### src/hdl/bipd_pkg.sv
package bipd_pkg;

  localparam int unsigned GainW  = 8;
  localparam int unsigned TempW  = 10;
  localparam int unsigned ErrW   = 4;
  localparam int unsigned DriveW = 7;
  localparam int unsigned CfgIdxW  = 2;
  localparam int unsigned CfgDataW = 10;

  localparam logic [TempW-1:0]  BandLimit = TempW'(10);
  localparam logic [DriveW-1:0] DriveMax  = DriveW'(100);

  localparam logic [CfgIdxW-1:0] CfgPropGain  = 2'd0;
  localparam logic [CfgIdxW-1:0] CfgIntegGain = 2'd1;
  localparam logic [CfgIdxW-1:0] CfgDerivGain = 2'd2;
  localparam logic [CfgIdxW-1:0] CfgSetPoint  = 2'd3;

  localparam logic [GainW-1:0] PropGainRst  = 8'd5;
  localparam logic [GainW-1:0] IntegGainRst = 8'd2;
  localparam logic [GainW-1:0] DerivGainRst = 8'd0;
  localparam logic [TempW-1:0] SetPointRst  = 10'd26;

  typedef struct packed {
    logic [GainW-1:0] prop_gain;
    logic [GainW-1:0] integ_gain;
    logic [GainW-1:0] deriv_gain;
    logic [TempW-1:0] set_point;
  } cfg_t;

endpackage

### src/hdl/bipd_cfg.sv
module bipd_cfg (
  input  logic                           clk_i,
  input  logic                           rst_ni,
  input  logic                           cfg_we_i,
  input  logic [bipd_pkg::CfgIdxW-1:0]   cfg_idx_i,
  input  logic [bipd_pkg::CfgDataW-1:0]  cfg_wdata_i,
  output bipd_pkg::cfg_t                 cfg_o
);
  import bipd_pkg::*;

  cfg_t cfg_q;

  always_ff @(posedge clk_i or negedge rst_ni) begin
    if (!rst_ni) begin
      cfg_q.prop_gain  <= PropGainRst;
      cfg_q.integ_gain <= IntegGainRst;
      cfg_q.deriv_gain <= DerivGainRst;
      cfg_q.set_point  <= SetPointRst;
    end else if (cfg_we_i) begin
      unique case (cfg_idx_i)
        CfgPropGain:  cfg_q.prop_gain  <= cfg_wdata_i[GainW-1:0];
        CfgIntegGain: cfg_q.integ_gain <= cfg_wdata_i[GainW-1:0];
        CfgDerivGain: cfg_q.deriv_gain <= cfg_wdata_i[GainW-1:0];
        CfgSetPoint:  cfg_q.set_point  <= cfg_wdata_i[TempW-1:0];
        default: ;
      endcase
    end
  end

  assign cfg_o = cfg_q;

endmodule

### src/hdl/bipd_step.sv
module bipd_step (
  input  logic                          clk_i,
  input  logic                          rst_ni,
  input  logic                          en_i,
  input  bipd_pkg::cfg_t                cfg_i,
  input  logic [bipd_pkg::TempW-1:0]    meas_i,
  output logic [bipd_pkg::DriveW-1:0]   drive_d_o
);
  import bipd_pkg::*;

  logic [ErrW-1:0]   err_now_q, err_prev_q, err_prev2_q;
  logic [ErrW-1:0]   err_now_d, err_prev_d, err_prev2_d;
  logic [DriveW-1:0] drive_q, drive_d;

  logic              above;
  logic [TempW-1:0]  diff;
  logic [TempW-1:0]  err;
  logic [ErrW-1:0]   e0;
  logic [ErrW-1:0]   p_mag;
  logic              p_up;
  logic [ErrW:0]     twice, outer, d_mag;
  logic              d_up;
  logic [11:0]       p_prod, i_prod;
  logic [12:0]       d_prod;
  logic [13:0]       pos, neg, net;

  always_comb begin
    diff  = cfg_i.set_point - meas_i;
    above = cfg_i.set_point > meas_i;
    err   = diff;
    e0    = err[ErrW-1:0];

    p_up  = e0 > err_now_q;
    p_mag = p_up ? (e0 - err_now_q) : (err_now_q - e0);
    twice = {err_now_q, 1'b0};
    outer = {1'b0, e0} + {1'b0, err_prev_q};
    d_up  = outer > twice;
    d_mag = d_up ? (outer - twice) : (twice - outer);

    p_prod = {4'd0, cfg_i.prop_gain} * {8'd0, p_mag};
    i_prod = {4'd0, cfg_i.integ_gain} * {8'd0, e0};
    d_prod = {5'd0, cfg_i.deriv_gain} * {8'd0, d_mag};

    pos = {7'd0, drive_q} + {2'd0, i_prod}
        + (p_up ? {2'd0, p_prod} : 14'd0)
        + (d_up ? {1'b0, d_prod} : 14'd0);
    neg = (p_up ? 14'd0 : {2'd0, p_prod})
        + (d_up ? 14'd0 : {1'b0, d_prod});
    net = pos - neg;

    err_now_d   = err_now_q;
    err_prev_d  = err_prev_q;
    err_prev2_d = err_prev2_q;
    if (!above) begin
      drive_d = '0;
    end else if (err > BandLimit) begin
      drive_d = DriveMax;
    end else begin
      err_now_d   = e0;
      err_prev_d  = err_now_q;
      err_prev2_d = err_prev_q;
      if (pos <= neg) begin
        drive_d = '0;
      end else if (net < {7'd0, DriveMax}) begin
        drive_d = net[DriveW-1:0];
      end else begin
        drive_d = DriveMax;
      end
    end
  end

  always_ff @(posedge clk_i or negedge rst_ni) begin
    if (!rst_ni) begin
      err_now_q   <= '0;
      err_prev_q  <= '0;
      err_prev2_q <= '0;
      drive_q     <= '0;
    end else if (en_i) begin
      err_now_q   <= err_now_d;
      err_prev_q  <= err_prev_d;
      err_prev2_q <= err_prev2_d;
      drive_q     <= drive_d;
    end
  end

  assign drive_d_o = drive_d;

endmodule

### src/hdl/banded_incremental_pid_drive.sv
// channel   signals                                      width
// in        in_valid_i, in_stall_o, measured_temp_i      10
// out       out_valid_o, out_stall_i, drive_percent_o    7
// cfg       cfg_we_i, cfg_idx_i, cfg_wdata_i             2 / 10
//
// one request per cycle sustained while out_stall_i is low; a taken request goes through the input
// register, then the pid update into the result register
// reset clears the error history, the drive level and both valid flags; gains and set point
// return to their defaults
// a stalled output holds the input register full, and in_stall_o follows out_stall_i then
module banded_incremental_pid_drive (
  input  logic                          clk_i,
  input  logic                          rst_ni,
  input  logic                          in_valid_i,
  output logic                          in_stall_o,
  input  logic [bipd_pkg::TempW-1:0]    measured_temp_i,
  output logic                          out_valid_o,
  input  logic                          out_stall_i,
  output logic [bipd_pkg::DriveW-1:0]   drive_percent_o,
  input  logic                          cfg_we_i,
  input  logic [bipd_pkg::CfgIdxW-1:0]  cfg_idx_i,
  input  logic [bipd_pkg::CfgDataW-1:0] cfg_wdata_i
);
  import bipd_pkg::*;

  cfg_t              cfg;
  logic              in_valid_q, out_valid_q;
  logic [TempW-1:0]  meas_q;
  logic [DriveW-1:0] drive_q, drive_d;
  logic              advance, take;

  assign advance    = in_valid_q && (!out_valid_q || !out_stall_i);
  assign in_stall_o = in_valid_q && !advance;
  assign take       = in_valid_i && !in_stall_o;

  bipd_cfg u_cfg (
    .clk_i       (clk_i),
    .rst_ni      (rst_ni),
    .cfg_we_i    (cfg_we_i),
    .cfg_idx_i   (cfg_idx_i),
    .cfg_wdata_i (cfg_wdata_i),
    .cfg_o       (cfg)
  );

  bipd_step u_step (
    .clk_i     (clk_i),
    .rst_ni    (rst_ni),
    .en_i      (advance),
    .cfg_i     (cfg),
    .meas_i    (meas_q),
    .drive_d_o (drive_d)
  );

  always_ff @(posedge clk_i or negedge rst_ni) begin
    if (!rst_ni) begin
      in_valid_q  <= 1'b0;
      out_valid_q <= 1'b0;
    end else begin
      if (take) begin
        in_valid_q <= 1'b1;
      end else if (advance) begin
        in_valid_q <= 1'b0;
      end
      if (advance) begin
        out_valid_q <= 1'b1;
      end else if (!out_stall_i) begin
        out_valid_q <= 1'b0;
      end
    end
  end

  always_ff @(posedge clk_i) begin
    if (take) begin
      meas_q <= measured_temp_i;
    end
    if (advance) begin
      drive_q <= drive_d;
    end
  end

  assign out_valid_o     = out_valid_q;
  assign drive_percent_o = drive_q;

endmodule

### config.mk
export PLATFORM = sky130hd
export DESIGN_NAME = banded_incremental_pid_drive
export DESIGN_NICKNAME = d
export VERILOG_FILES = /design/src/hdl/bipd_pkg.sv /design/src/hdl/bipd_cfg.sv /design/src/hdl/bipd_step.sv /design/src/hdl/banded_incremental_pid_drive.sv
export SDC_FILE = /design/constraint.sdc
export NUM_CORES = 1
export LEC_CHECK = 0
export ABC_AREA = 1
export BUFFER_PORTS_ARGS = -buffer_cell sky130_fd_sc_hd__buf_2
export CAP_MARGIN = 20
export CORE_MARGIN = 2
export CORE_UTILIZATION = 65
export CTS_BUF_LIST = sky130_fd_sc_hd__clkbuf_16
export DETAILED_ROUTE_END_ITERATION = 8
export GPL_TIMING_DRIVEN = 0
export PLACE_DENSITY_LB_ADDON = 0.3
export SLEW_MARGIN = 30
export SYNTH_ARGS = -nofsm -noshare
export SYNTH_HDL_FRONTEND = slang
export SYNTH_SLANG_ARGS = --single-unit
### constraint.sdc
create_clock -name clk_i -period 10.85 [get_ports clk_i]
set_input_delay 0.5425 -clock clk_i [delete_from_list [all_inputs] [get_ports clk_i]]
set_output_delay 0.5425 -clock clk_i [all_outputs]
set_load 0.005 [all_outputs]
; Word level (Yosys, flattened, before mapping)
; Index checks and enable logic that the tools add are counted.
[classes]
n_addsub = 11
n_mul = 3
div_mod_pow = 0
n_lt_le_gt_ge = 6
n_eq_ne = 4
shifts = 0
muxes = 14
bitwise = 1
reduce_logical = 15
[op_table]
columns = operator, count
row1 = $add 14x14->14, 3
row2 = $mux 7, 4
row3 = $mux 13, 2
row4 = $mul 8x4->12, 2
row5 = $mux 12, 2
row6 = $le 14x14->1, 1
row7 = $lt 14x7->1 const B, 1
row8 = $sub 14x14->14, 1
row9 = $add 7x12->13, 1
row10 = $mul 8x5->13, 1
row11 = $gt 10x10->1, 1
row12 = $gt 10x4->1 const B, 1
row13 = $sub 10x10->10, 1
row14 = $sub 5x5->5, 2
row15 = $reduce_and 2->1, 4
row16 = $sub 4x4->4, 2
row17 = $add 4x4->5, 1
row18 = $gt 5x5->1, 1
row19 = $mux 5, 1
row20 = $eq 2x2->1 const B, 2
row21 = $gt 4x4->1, 1
row22 = $logic_not 1->1, 4
row23 = $mux 1, 4
row24 = $mux 4, 1
row25 = 8 further kinds, 10
[word_totals]
reg_bits = 68
latch_bits = 0
mem_bits_rw = 0
mem_bits_ro = 0
in_bits = 27
output_inout_bits = 9
word_cells = 65
n_memories = 0

; Depth between registers and ports, before layout
; Gate-level depths: netlist (run 1).
[logic_depth]
ltp_word = 13
ltp_mapped = 59
mapped_depth_nobuf = 59

; By module
; A second synthesis (run 1) with hierarchy kept.
[hier_totals]
cells_unflattened = 1282
area_unflattened_um2 = 9539.1
[modules_own_cells]
columns = mod, instances, cells_each, area_per_inst_um2, seq_area_each_um2
row1 = bipd_step, 1, 1102, 7502.2, 375.4
row2 = bipd_cfg, 1, 151, 1431.4, 858.3
row3 = banded_incremental_pid_drive, 1, 29, 605.6, 560.5

; Worst setup path after synthesis (run 1)
; OpenSTA, ideal clock, no wires.
[synth_timing]
kind = register to register
startpoint = register u_cfg.cfg_q, in the netlist u_cfg.cfg_o[0]
endpoint = register drive_q[4], in the netlist drive_percent_o[4], data pin
setup_time_ps = 139
arrival_ps = 9659
t_required_ps = 10711
slack_ps = 1052
stages_incl_launch_ff = 54
n_path_buf = 2
synth_period_minus_slack_ps = 9798
path_cell_list = dfrtp_1 -> inv_1 -> ha_1 -> inv_1 -> fa_1 -> clkbuf_1 -> inv_1 -> fa_1 -> ha_1 -> inv_1 -> fa_1 -> nand3_1 -> nand2_1 -> nand2_1 -> clkbuf_1 -> o21ai_0 -> xor2_1 -> inv_1 -> [18 not listed] -> a21oi_1 -> o21ai_0 -> a21oi_1 -> nor2_1 -> nor2_1 -> xor2_1 -> ha_1 -> a21oi_1 -> nand2_1 -> nor2_1 -> nand3b_1 -> nand2_1 -> inv_1 -> nor2_1 -> nand2_1 -> nor2_4 -> nand2_1 -> nor2_1
[synth_via]
elab_chain_len = 13
word_cells_on_any_way = 30
cone_classes = add/sub: 11 / mul: 3 / order compare: 6 / mux: 10
[synth_rtl]
columns = item, line
row1 = "start, declared", bipd_cfg.sv:11  ; cfg_t cfg_q;
row2 = $sub 10x10->10 (*), bipd_step.sv:28  ; diff = cfg_i.set_point - meas_i;
row3 = via u_step.diff[1], bipd_step.sv:16  ; logic [TempW-1:0] diff;
row4 = "$sub 4x4->4, or another cell as far along", bipd_step.sv:34  ; p_mag = p_up ? (e0 - err_now_q) : (err_now_q - e0);
row5 = "$mux 4, or another cell as far along", bipd_step.sv:34
row6 = $mul 8x4->12 or $mux 5 (tied branches), "bipd_step.sv:40, bipd_step.sv:38"
row7 = $mux 12 or $mul 8x5->13 (tied branches), "bipd_step.sv:45, bipd_step.sv:42"
row8 = "$add 14x14->14, or another cell as far along", bipd_step.sv:45  ; + (p_up ? {2'd0, p_prod} : 14'd0)
row9 = $add 14x14->14 (on tied branches), "bipd_step.sv:46, bipd_step.sv:48"
row10 = $sub 14x14->14, bipd_step.sv:49  ; net = pos - neg;
row11 = $lt 14x7->1, bipd_step.sv:64  ; end else if (net < {7'd0, DriveMax}) begin
row12 = $mux 7, bipd_step.sv:64
row13 = $mux 7, bipd_step.sv:62  ; if (pos <= neg) begin
row14 = $mux 7 (*), bipd_step.sv:56  ; end else if (err > BandLimit) begin
row15 = $mux 7 (*), bipd_step.sv:54  ; if (!above) begin
row16 = via drive_d[4], banded_incremental_pid_drive.sv:29  ; logic [DriveW-1:0] drive_q, drive_d;
row17 = "end signal, assigned", banded_incremental_pid_drive.sv:77  ; drive_q <= drive_d;
row18 = "end, declared", banded_incremental_pid_drive.sv:29
; Mark *: on every way through the listed nets, which the timed path passes. The rest lies on a longest branch.
; A chain may end at the register's enable or synchronous reset.

; Worst setup path in the final report (run 1)
[layout_timing]
startpoint = register u_cfg.cfg_q, in the netlist u_cfg.cfg_o[0]
endpoint = register drive_q[3], in the netlist drive_percent_o[3], data pin
; The elaborated chain is that of the path after synthesis.

==> results.py, run 1 <==
metrics = {
    "outcome": {
        "outcome": "finished clean",
    },
    "clocking": {
        "clockBufferDepth": 2,
        "clkSinkCount": 68,
        "cts_tree": "yes",
        "hold_buffers": 0,
        "root_buffer": "clkbuf_16",
        "insertion_delay_ns": 0.33,
        "path_clk_slew_ns": 0.06,
        "cts_max_level": 3,
        "numCtsBuffers": 9,
    },
    "timing": {
        "hold_slack_ns": 0.226,
        "slew_headroom": 0.545,
        "setup_viol_count_final": 0,
        "max_freq_mhz": 97.4,
        "fin_tns_setup_ns": 0,
        "finalMaxSlewViolations": 0,
        "period_share": 0.946,
        "hold_violations": 0,
        "fin_skew_ns": 0.00860,
        "tightest_slew_ns": 0.682,
        "period_needed_ns": 10.27,
    },
    "drt": {
        "routedWlPerCell_um": 14.3,
        "drc": 0,
        "drtPass1Iterations": 5,
        "vias_per_cell": 5.44,
        "drtIter0Drc": 544,
        "vias": 8466,
        "antenna_left": 0,
        "routed_wl_um": 22200,
    },
    "synthesis": {
        "yosysUniqueCellTypes": 42,
        "yosys-top-cells-area": "ha_1 17%, fa_1 14%, dfrtp_1 12%, nand2_1 12%, inv_1 11%",
        "synth-warning-count": 0,
        "ys_ff_latch": 68,
        "synthCells": 1313,
        "synth-edff-count": 17,
        "yosysSeqAreaShare": 0.187,
        "synth.avg_cell_area_um2": 7.31,
        "ys_async_sr_fraction": 0.750,
        "synth_top_area_cell": "ha_1",
        "synth-main-ff-cell": "dfrtp_1",
        "yosys-top-cells-count": "294 x nand2_1, 271 x inv_1, 130 x ha_1",
        "syn_nets": 1539,
        "yosysMostFrequentCell": "nand2_1",
        "synth_top_area_share": 0.170,
        "netlist_area_mm2": 0.00959,
    },
    "global_routing": {
        "grt-ovfl-total": 0,
        "grt_pass1_vias": 8198,
        "grt_antenna_before_repair": 0,
        "track_usage": 0.286,
        "grt_first_pass_wirelength_um": 37000,
        "grt_max_degree": 52,
    },
    "floorplan": {
        "core_mm2": 0.0145,
        "initial_core_util": 0.663,
        "die-area_mm2": 0.0157,
        "dieWidth_um": 125,
        "ios": 36,
        "die_h_um": 125,
        "rows": 44,
    },
    "setup_path": {
        "cp-start-kind": "flop",
        "critPathMaxStageDelay_ns": 0.59,
        "critPathKind": "reg -> reg",
        "crit_path_end_kind": "flop",
        "regToRegEndpoint": "drive_percent_o[3]$_DFFE_PP_",
        "r2r-start": "u_cfg.cfg_o[0]$_DFFE_PN0P_",
        "reg2reg_depth": 53,
        "cpMostUsedCell": "nand2_1",
        "crit_fanout": 9,
        "worstPathRequired_ns": 11.04,
        "reg2reg_setup_slack_ns": 0.58,
        "crit_slowest_cell": "fa_2",
        "arrival_ns": 10.46,
    },
    "run": {
        "maxCapViolCount": 0,
    },
    "cells_and_area": {
        "drive_above_1_share": 0.0918,
        "layout-area-overhead-vs-synth_pct": 9.21,
        "layout.nets": 1594,
        "n_antenna_cell": 0,
        "fill_cells": 1140,
        "post-route-util": 0.724,
        "finalInstanceArea_mm2": 0.0105,
    },
    "placement": {
        "place_hpwl_um": 18200,
        "post_dp_cell_area_mm2": 0.0100,
        "place.gp.congestion": 0.924,
        "io_buffers": 35,
    },
    "min_path": {
        "hold_path.class": "in -> async",
    },
}
-- per-stage QoR --
step                      setup WS [ns]  cells
final                             0.582   1557
after detailed placement         -0.415   1532
after floorplan                    1.05   1313
after global placement           -0.236   1532
after CTS                        0.0194   1548
after global routing            -0.0956   1557
-- sequential cells by signal, indices dropped and copies added (netlist names) --
signal	count
in_valid_q	1
out_valid_o	1
u_step.err_prev_q	4
u_step.drive_q	7
u_cfg.cfg_o	34
u_step.err_now_q	4
drive_percent_o	7
meas_q	10
-- per-layer routing --
metal	vias to the layer above	global-route usage	part of all wire
met5	-	0	0
met2	268	0.478	0.48
li1	4214	-	-
met3	58	0.0364	0.056
met1	3926	0.378	0.43
met4	0	0.116	0.034
-- worst max-delay path: cells and delay by family, from the launching register on --
kind / cells / cell delay (ns)
compound gates: 8 / 1.26
simple gates: 18 / 1.69
fa+ha+maj: 12 / 5.03
xor+xnor: 3 / 0.66
flops: 1 / 0.38
buf+inv: 12 / 1.08
-- cells in the final DEF, fill, tap and decap left out, types with 4 or more instances in the layout --
| master | instances |
|---|---|
| xnor2_1 | 23 |
| o21bai_1 | 4 |
| buf_4 | 10 |
| nand3b_1 | 5 |
| dfrtp_1 | 45 |
| nand3_1 | 52 |
| dfstp_2 | 6 |
| clkbuf_1 | 11 |
| o21ai_2 | 11 |
| nor3_1 | 12 |
| edfxtp_1 | 17 |
| nor2_2 | 4 |
| nand2_1 | 294 |
| xor2_1 | 32 |
| buf_2 | 35 |
| ha_1 | 126 |
| nand2_2 | 4 |
| o21ai_0 | 51 |
| o21ai_1 | 4 |
| nand3_2 | 4 |
| a21oi_1 | 74 |
| nand4_1 | 13 |
| fa_1 | 68 |
| inv_1 | 271 |
| or2_2 | 13 |
| clkbuf_16 | 9 |
| nor2_1 | 123 |
-- kinds of logic after synthesis --
logic type,share of synthesized area
AND/OR/NAND/NOR,0.236
buffers and inverters,0.114
adder cells (fa/ha/maj),0.314
AO/OA/AOI/OAI,0.0944
flip-flops,0.187
XOR/XNOR,0.0529
multiplexers,0.00235
-- how the worst max path moves through the flow --
| stage | end | cells after the start | start | slack [ns] |
|---|---|---|---|---|
| after floorplan | drive_percent_o[4]$_DFFE_PP_ | 53 | u_cfg.cfg_o[0]$_DFFE_PN0P_ | 1.05 |
| after global placement | drive_percent_o[4]$_DFFE_PP_ | 54 | u_cfg.cfg_o[0]$_DFFE_PN0P_ | -0.24 |
| after detailed placement | drive_percent_o[4]$_DFFE_PP_ | 53 | u_cfg.cfg_o[0]$_DFFE_PN0P_ | -0.41 |
| after CTS | drive_percent_o[4]$_DFFE_PP_ | 52 | u_cfg.cfg_o[0]$_DFFE_PN0P_ | 0.02 |
| after global routing | drive_percent_o[3]$_DFFE_PP_ | 53 | u_cfg.cfg_o[0]$_DFFE_PN0P_ | -0.1 |
| final | drive_percent_o[3]$_DFFE_PP_ | 53 | u_cfg.cfg_o[0]$_DFFE_PN0P_ | 0.58 |
-- cell type report --
class / count / area [um2] / area share
Timing Repair Buffer: 45 / 265 / 0.0253
Inverter: 272 / 1030 / 0.0984
Multi-Input combinational cell: 957 / 6800 / 0.649
Buffer: 15 / 80.1 / 0.00764
Tap cell: 184 / 230 / 0.0220
Clock inverter: 7 / 53.8 / 0.00513
Sequential cell: 68 / 1790 / 0.171
Clock buffer: 9 / 225 / 0.0215
-- repair_timing --
item	4_1_cts	5_1_grt
pin swaps	0	4
cloned	0	0
resized for setup	4	30
setup endpoints to repair	14	14
buffers inserted	0	10
Power of run 1 is not shown: default switching activity piles up to over one toggle a cycle in this logic, so the estimate is an artifact.
==> inputs of run 2 (changes only) <==
clock period = 12 ns   (was 10.85 ns; I/O delays follow)
==> run 2 against run 1 <==
Net effect:
- clock-buffer cell count did not move
- critical path depth fell by 1
- via count fell by 1.2%
- register-to-register slack improved by 0.35 ns
- largest cell class unchanged
- highest routed layer unchanged
==> results.py, run 2 (synthesized netlist as in run 1, its figures left out) <==
metrics = {
    "clocking": {
        "cts_max_level": 3,
        "insertion_delay_ns": 0.33,
        "cts_resized": 0,
        "clockBufferDepth": 2,
        "numCtsBuffers": 9,
        "hold_buffers": 0,
        "post_cts_buffers": 0,
        "cts_tree": "yes",
        "path_clk_slew_ns": 0.05,
        "root_buffer": "clkbuf_16",
        "clkSinkCount": 68,
    },
    "placement": {
        "place_hpwl_um": 18200,
        "place.gp.congestion": 0.924,
        "io_buffers": 35,
        "place_inst": 1532,
        "post_dp_cell_area_mm2": 0.0100,
    },
    "timing": {
        "period_share": 0.923,
        "rsz0062_at_grt": "false",
        "hold_slack_ns": 0.277,
        "tightest_slew_ns": 0.682,
        "slew_headroom": 0.545,
        "hold_violations": 0,
        "fin_tns_setup_ns": 0,
        "fin_skew_ns": 0.00677,
        "setup_viol_count_final": 0,
        "max_freq_mhz": 90.3,
        "period_needed_ns": 11.07,
        "finalMaxSlewViolations": 0,
    },
    "floorplan": {
        "rows": 44,
        "dieWidth_um": 125,
        "die-area_mm2": 0.0157,
        "initial_core_util": 0.663,
        "ios": 36,
        "core_mm2": 0.0145,
        "die_h_um": 125,
    },
    "cells_and_area": {
        "layout.cells.non_filler": 1548,
        "layout.nets": 1585,
        "finalInstanceArea_mm2": 0.0103,
        "n_antenna_cell": 0,
        "largest_reg_flops": 34,
        "final_common_cell": "nand2_1",
        "drive_above_1_share": 0.0718,
        "layout-area-overhead-vs-synth_pct": 7.33,
        "fill_cells": 1173,
        "final_cell_mix": "294 x nand2_1, 274 x inv_1, 130 x ha_1, 125 x nor2_1, 76 x a21oi_1",
    },
    "global_routing": {
        "grt_antenna_before_repair": 0,
        "grt_first_pass_wirelength_um": 36900,
        "grt_pass1_vias": 8179,
        "track_usage": 0.285,
        "grt-ovfl-total": 0,
        "grt_max_degree": 52,
    },
    "setup_path": {
        "r2r-start": "u_cfg.cfg_o[0]$_DFFE_PN0P_",
        "crit_path_end_kind": "flop",
        "reg2reg_depth": 52,
        "cp-start-kind": "flop",
        "worstPathRequired_ns": 12.19,
        "cpMostUsedCell": "nand2_1",
        "critPathLaunch": "u_cfg.cfg_o[0]$_DFFE_PN0P_",
        "arrival_ns": 11.27,
        "critPathKind": "reg -> reg",
        "crit_fanout": 10,
        "reg2reg_setup_slack_ns": 0.93,
        "regToRegEndpoint": "drive_percent_o[4]$_DFFE_PP_",
        "critPathMaxStageDelay_ns": 0.59,
        "crit_slowest_cell": "fa_1",
    },
    "drt": {
        "highest_layer": "met4",
        "wl_met1_um": 9570,
        "vias_per_cell": 5.40,
        "vias": 8364,
        "drtIter0Drc": 512,
        "dr_wl_met3_um": 1150,
        "drtPass1Iterations": 5,
        "routedWlPerCell_um": 14.0,
        "antenna_left": 0,
        "drc": 0,
        "wl_met2_um": 10300,
        "routed_wl_um": 21700,
    },
    "run": {
        "maxCapViolCount": 0,
    },
    "min_path": {
        "hold_path.class": "in -> async",
    },
    "outcome": {
        "outcome": "finished clean",
    },
}
## run 2: cell type report
class	count	area (um2)	area share
Timing Repair Buffer	35	178	0.0173
Clock buffer	9	225	0.0219
Buffer	16	70.1	0.00680
Sequential cell	68	1790	0.174
Multi-Input combinational cell	957	6720	0.653
Tap cell	184	230	0.0224
Inverter	272	1020	0.0994
Clock inverter	7	53.8	0.00522
## run 2: layer usage
layer	vias up	track usage
li1	4200	-
met1	3861	0.378
met2	245	0.476
met3	58	0.0364
met4	0	0.116
met5	-	0
## run 2: metrics by stage
step,setup WS [ns],utilization
detailed placement,0.735,0.691
global placement,0.914,0.691
floorplan,2.20,-
CTS,0.696,0.710
global route,0.0106,0.711
finish,0.928,0.711
## run 2: worst max-delay path by stage
stage | endpoint | slack [ns] | cells past startpoint
after detailed placement | drive_percent_o[4]$_DFFE_PP_ | 0.74 | 53
after floorplan | drive_percent_o[4]$_DFFE_PP_ | 2.20 | 53
final | drive_percent_o[4]$_DFFE_PP_ | 0.93 | 52
after global routing | drive_percent_o[4]$_DFFE_PP_ | 0.01 | 52
after CTS | drive_percent_o[4]$_DFFE_PP_ | 0.70 | 54
after global placement | drive_percent_o[4]$_DFFE_PP_ | 0.91 | 54
## run 2: critical path, delay by kind of cell, from the launching register on
kind,cells,cell delay [ns]
adders and majority gates,11,4.62
DFF,1,0.37
and+or+nand+nor,21,2.52
xor gates and xnor gates,4,0.89
buffers and inverters,9,1.24
AOI/OAI and AO/OA,7,1.29
Power of run 2 is left out for the same reason.
==> inputs of run 3 (changes only) <==
ABC_AREA = default   (was 1)
MAX_ROUTING_LAYER = met4   (was default)
==> run 3 against run 2 <==
Net effect:
- non-clock buffer count rose by 1
- synthesized cell count down 22%
- wire length down 3.4%
- global-route usage increased by 1.5 points
- synthesized area fell by 2.2%
- die area decreased by 2.2%
- clock-buffer cell count increased by 1
- core utilization grew 1.6 points
- largest cell class unchanged
- first-iteration DRC count is 0.78% higher
- clock skew grew 0.0033 ns
==> results.py, run 3 <==
metrics = {
    "setup_path": {
        "crit_path_end_kind": "flop",
        "crit_slowest_cell": "fa_1",
        "regToRegEndpoint": "drive_percent_o[1]$_DFFE_PP_",
        "critPathKind": "reg -> reg",
        "reg2reg_depth": 45,
        "crit_fanout": 9,
        "r2r-start": "u_cfg.cfg_o[0]$_DFFE_PN0P_",
        "critPathMaxStageDelay_ns": 0.60,
        "worstPathRequired_ns": 12.14,
        "cp-start-kind": "flop",
        "reg2reg_setup_slack_ns": 0.51,
        "arrival_ns": 11.63,
    },
    "synthesis": {
        "synth_top_area_cell": "ha_1",
        "netlist_area_mm2": 0.00938,
        "ys_ff_latch": 68,
        "synthMuxAreaShare": 0.0530,
        "synthXorXnorAreaFrac": 0.0587,
        "yosys-top-cells-count": "130 x ha_1, 129 x inv_1, 86 x nand2_1",
        "ys_async_sr_fraction": 0.750,
        "synth-edff-count": 17,
        "synth_compound_area_frac": 0.136,
        "synth_top_area_share": 0.173,
        "synthSimpleGateAreaFrac": 0.182,
        "yosys-top-cells-area": "ha_1 17%, fa_1 15%, dfrtp_1 12%, edfxtp_1 5.4%, inv_1 5.2%",
        "synth-warning-count": 0,
        "yosysSeqAreaShare": 0.191,
        "synth-main-ff-cell": "dfrtp_1",
        "yosysUniqueCellTypes": 71,
        "synth_top_family_by_area": "adder cells",
        "yosysMostFrequentCell": "ha_1",
        "synthAdderAreaFrac": 0.321,
        "synth.avg_cell_area_um2": 9.18,
        "synthCells": 1022,
        "syn_nets": 1248,
    },
    "outcome": {
        "outcome": "finished clean",
    },
    "min_path": {
        "hold_path.class": "in -> async",
    },
    "timing": {
        "setup_viol_count_final": 0,
        "period_share": 0.957,
        "period_needed_ns": 11.49,
        "finalMaxSlewViolations": 0,
        "fin_skew_ns": 0.0101,
        "tightest_slew_ns": 0.944,
        "slew_headroom": 0.366,
        "hold_violations": 0,
        "max_freq_mhz": 87.1,
    },
    "cells_and_area": {
        "layout.nets": 1298,
        "post-route-util": 0.727,
        "multi_input_area_mm2": 0.00711,
        "n_antenna_cell": 0,
        "layout-area-overhead-vs-synth_pct": 8.47,
        "finalInstanceArea_mm2": 0.0102,
        "final_common_cell": "ha_1",
        "fill_cells": 1047,
        "largest_reg_flops": 34,
        "final_cell_mix": "130 x ha_1, 129 x inv_1, 86 x nand2_1, 69 x fa_1, 56 x and2_1",
        "drive_above_1_share": 0.121,
        "register_area_mm2": 0.00179,
    },
    "floorplan": {
        "die_h_um": 124,
        "dieWidth_um": 124,
        "ios": 36,
        "initial_core_util": 0.671,
        "core_mm2": 0.0140,
        "die-area_mm2": 0.0154,
        "rows": 43,
    },
    "drt": {
        "antenna_left": 0,
        "drtIter0Drc": 516,
        "vias_per_cell": 5.93,
        "drc": 0,
        "drtPass1Iterations": 8,
        "vias": 7454,
        "routedWlPerCell_um": 16.7,
        "routed_wl_um": 21000,
    },
    "global_routing": {
        "grt_max_degree": 52,
        "grt_first_pass_wirelength_um": 34800,
        "grt_pass1_vias": 7290,
        "track_usage": 0.300,
        "grt_antenna_before_repair": 0,
        "grt-ovfl-total": 0,
    },
    "clocking": {
        "path_clk_slew_ns": 0.06,
        "clockBufferDepth": 2,
        "root_buffer": "clkbuf_16",
        "insertion_delay_ns": 0.34,
        "cts_max_level": 3,
        "clkSinkCount": 68,
        "numCtsBuffers": 9,
        "cts_tree": "yes",
    },
    "placement": {
        "place.gp.congestion": 0.874,
        "post_dp_cell_area_mm2": 0.00979,
        "io_buffers": 35,
        "place_hpwl_um": 16900,
    },
    "run": {
        "maxCapViolCount": 0,
    },
}
==> run 3: worst max path at each step <==
stage / startpoint / endpoint / slack [ns] / cells past startpoint
global placement: u_cfg.cfg_o[0]$_DFFE_PN0P_ / drive_percent_o[5]$_DFFE_PP_ / -0.02 / 43
floorplan: u_cfg.cfg_o[0]$_DFFE_PN0P_ / drive_percent_o[2]$_DFFE_PP_ / 1.50 / 44
finish: u_cfg.cfg_o[0]$_DFFE_PN0P_ / drive_percent_o[1]$_DFFE_PP_ / 0.51 / 45
CTS: u_cfg.cfg_o[0]$_DFFE_PN0P_ / drive_percent_o[5]$_DFFE_PP_ / 0.04 / 44
global route: u_cfg.cfg_o[0]$_DFFE_PN0P_ / drive_percent_o[4]$_DFFE_PP_ / -0.07 / 44
detailed placement: u_cfg.cfg_o[0]$_DFFE_PN0P_ / drive_percent_o[5]$_DFFE_PP_ / -0.20 / 43
==> run 3: worst max-delay path: cells and delay by family (launching register included) <==
kind | cells | cell delay [ns]
compound gates | 9 | 1.72
xor+xnor | 3 | 0.56
fa+ha+maj | 12 | 4.97
buf+inv | 9 | 0.83
flops | 1 | 0.38
mux | 1 | 0.33
simple gates | 11 | 2.46
==> run 3: cells by family (layout without fill, tap and decap cells) <==
kind of cell / Yosys count / after routing
AOI/OAI and AO/OA: 182 / 182
adders and majority gates: 199 / 199
and+or+nand+nor: 324 / 324
muxes: 44 / 44
buffers and inverters: 143 / 198
xor gates and xnor gates: 62 / 62
DFF: 68 / 68
==> run 3: stage by stage <==
stage                     TNS, ns  hold slack, ns  setup slack [ns]  std cells
after floorplan                 0           0.304              1.50       1022
after global placement    -0.0516           0.464           -0.0217       1237
after detailed placement    -1.60           0.473            -0.198       1237
after CTS                       0           0.313            0.0446       1253
after global routing       -0.252           0.345           -0.0656       1257
final                           0           0.286             0.513       1257
==> run 3: per-layer routing <==
| layer | global-route usage | wire, um |
|---|---|---|
| met2 | 0.501 | 10300 |
| met3 | 0.0389 | 1020 |
| met5 | - | 0 |
| met1 | 0.381 | 9130 |
| met4 | 0.0976 | 591 |
==> run 3: cell type report <==
type                            count  area share
Timing Repair Buffer               39      0.0204
Multi-Input combinational cell    811       0.699
Clock inverter                      6     0.00295
Clock buffer                       10      0.0246
Tap cell                          180      0.0221
Sequential cell                    68       0.176
Buffer                             13     0.00627
Inverter                          130      0.0483
==> run 3: repair_timing <==
| action | CTS | global route |
|---|---|---|
| gates resized for setup | 3 | 15 |
| setup endpoints to repair | 14 | 14 |
| buffers inserted | 0 | 4 |
| endpoints found under the hold margin | 0 | 0 |
| pin swaps | 0 | 2 |
| hold buffers | 0 | 0 |
| cloned | 0 | 0 |
Power of run 3 is left out for the same reason.
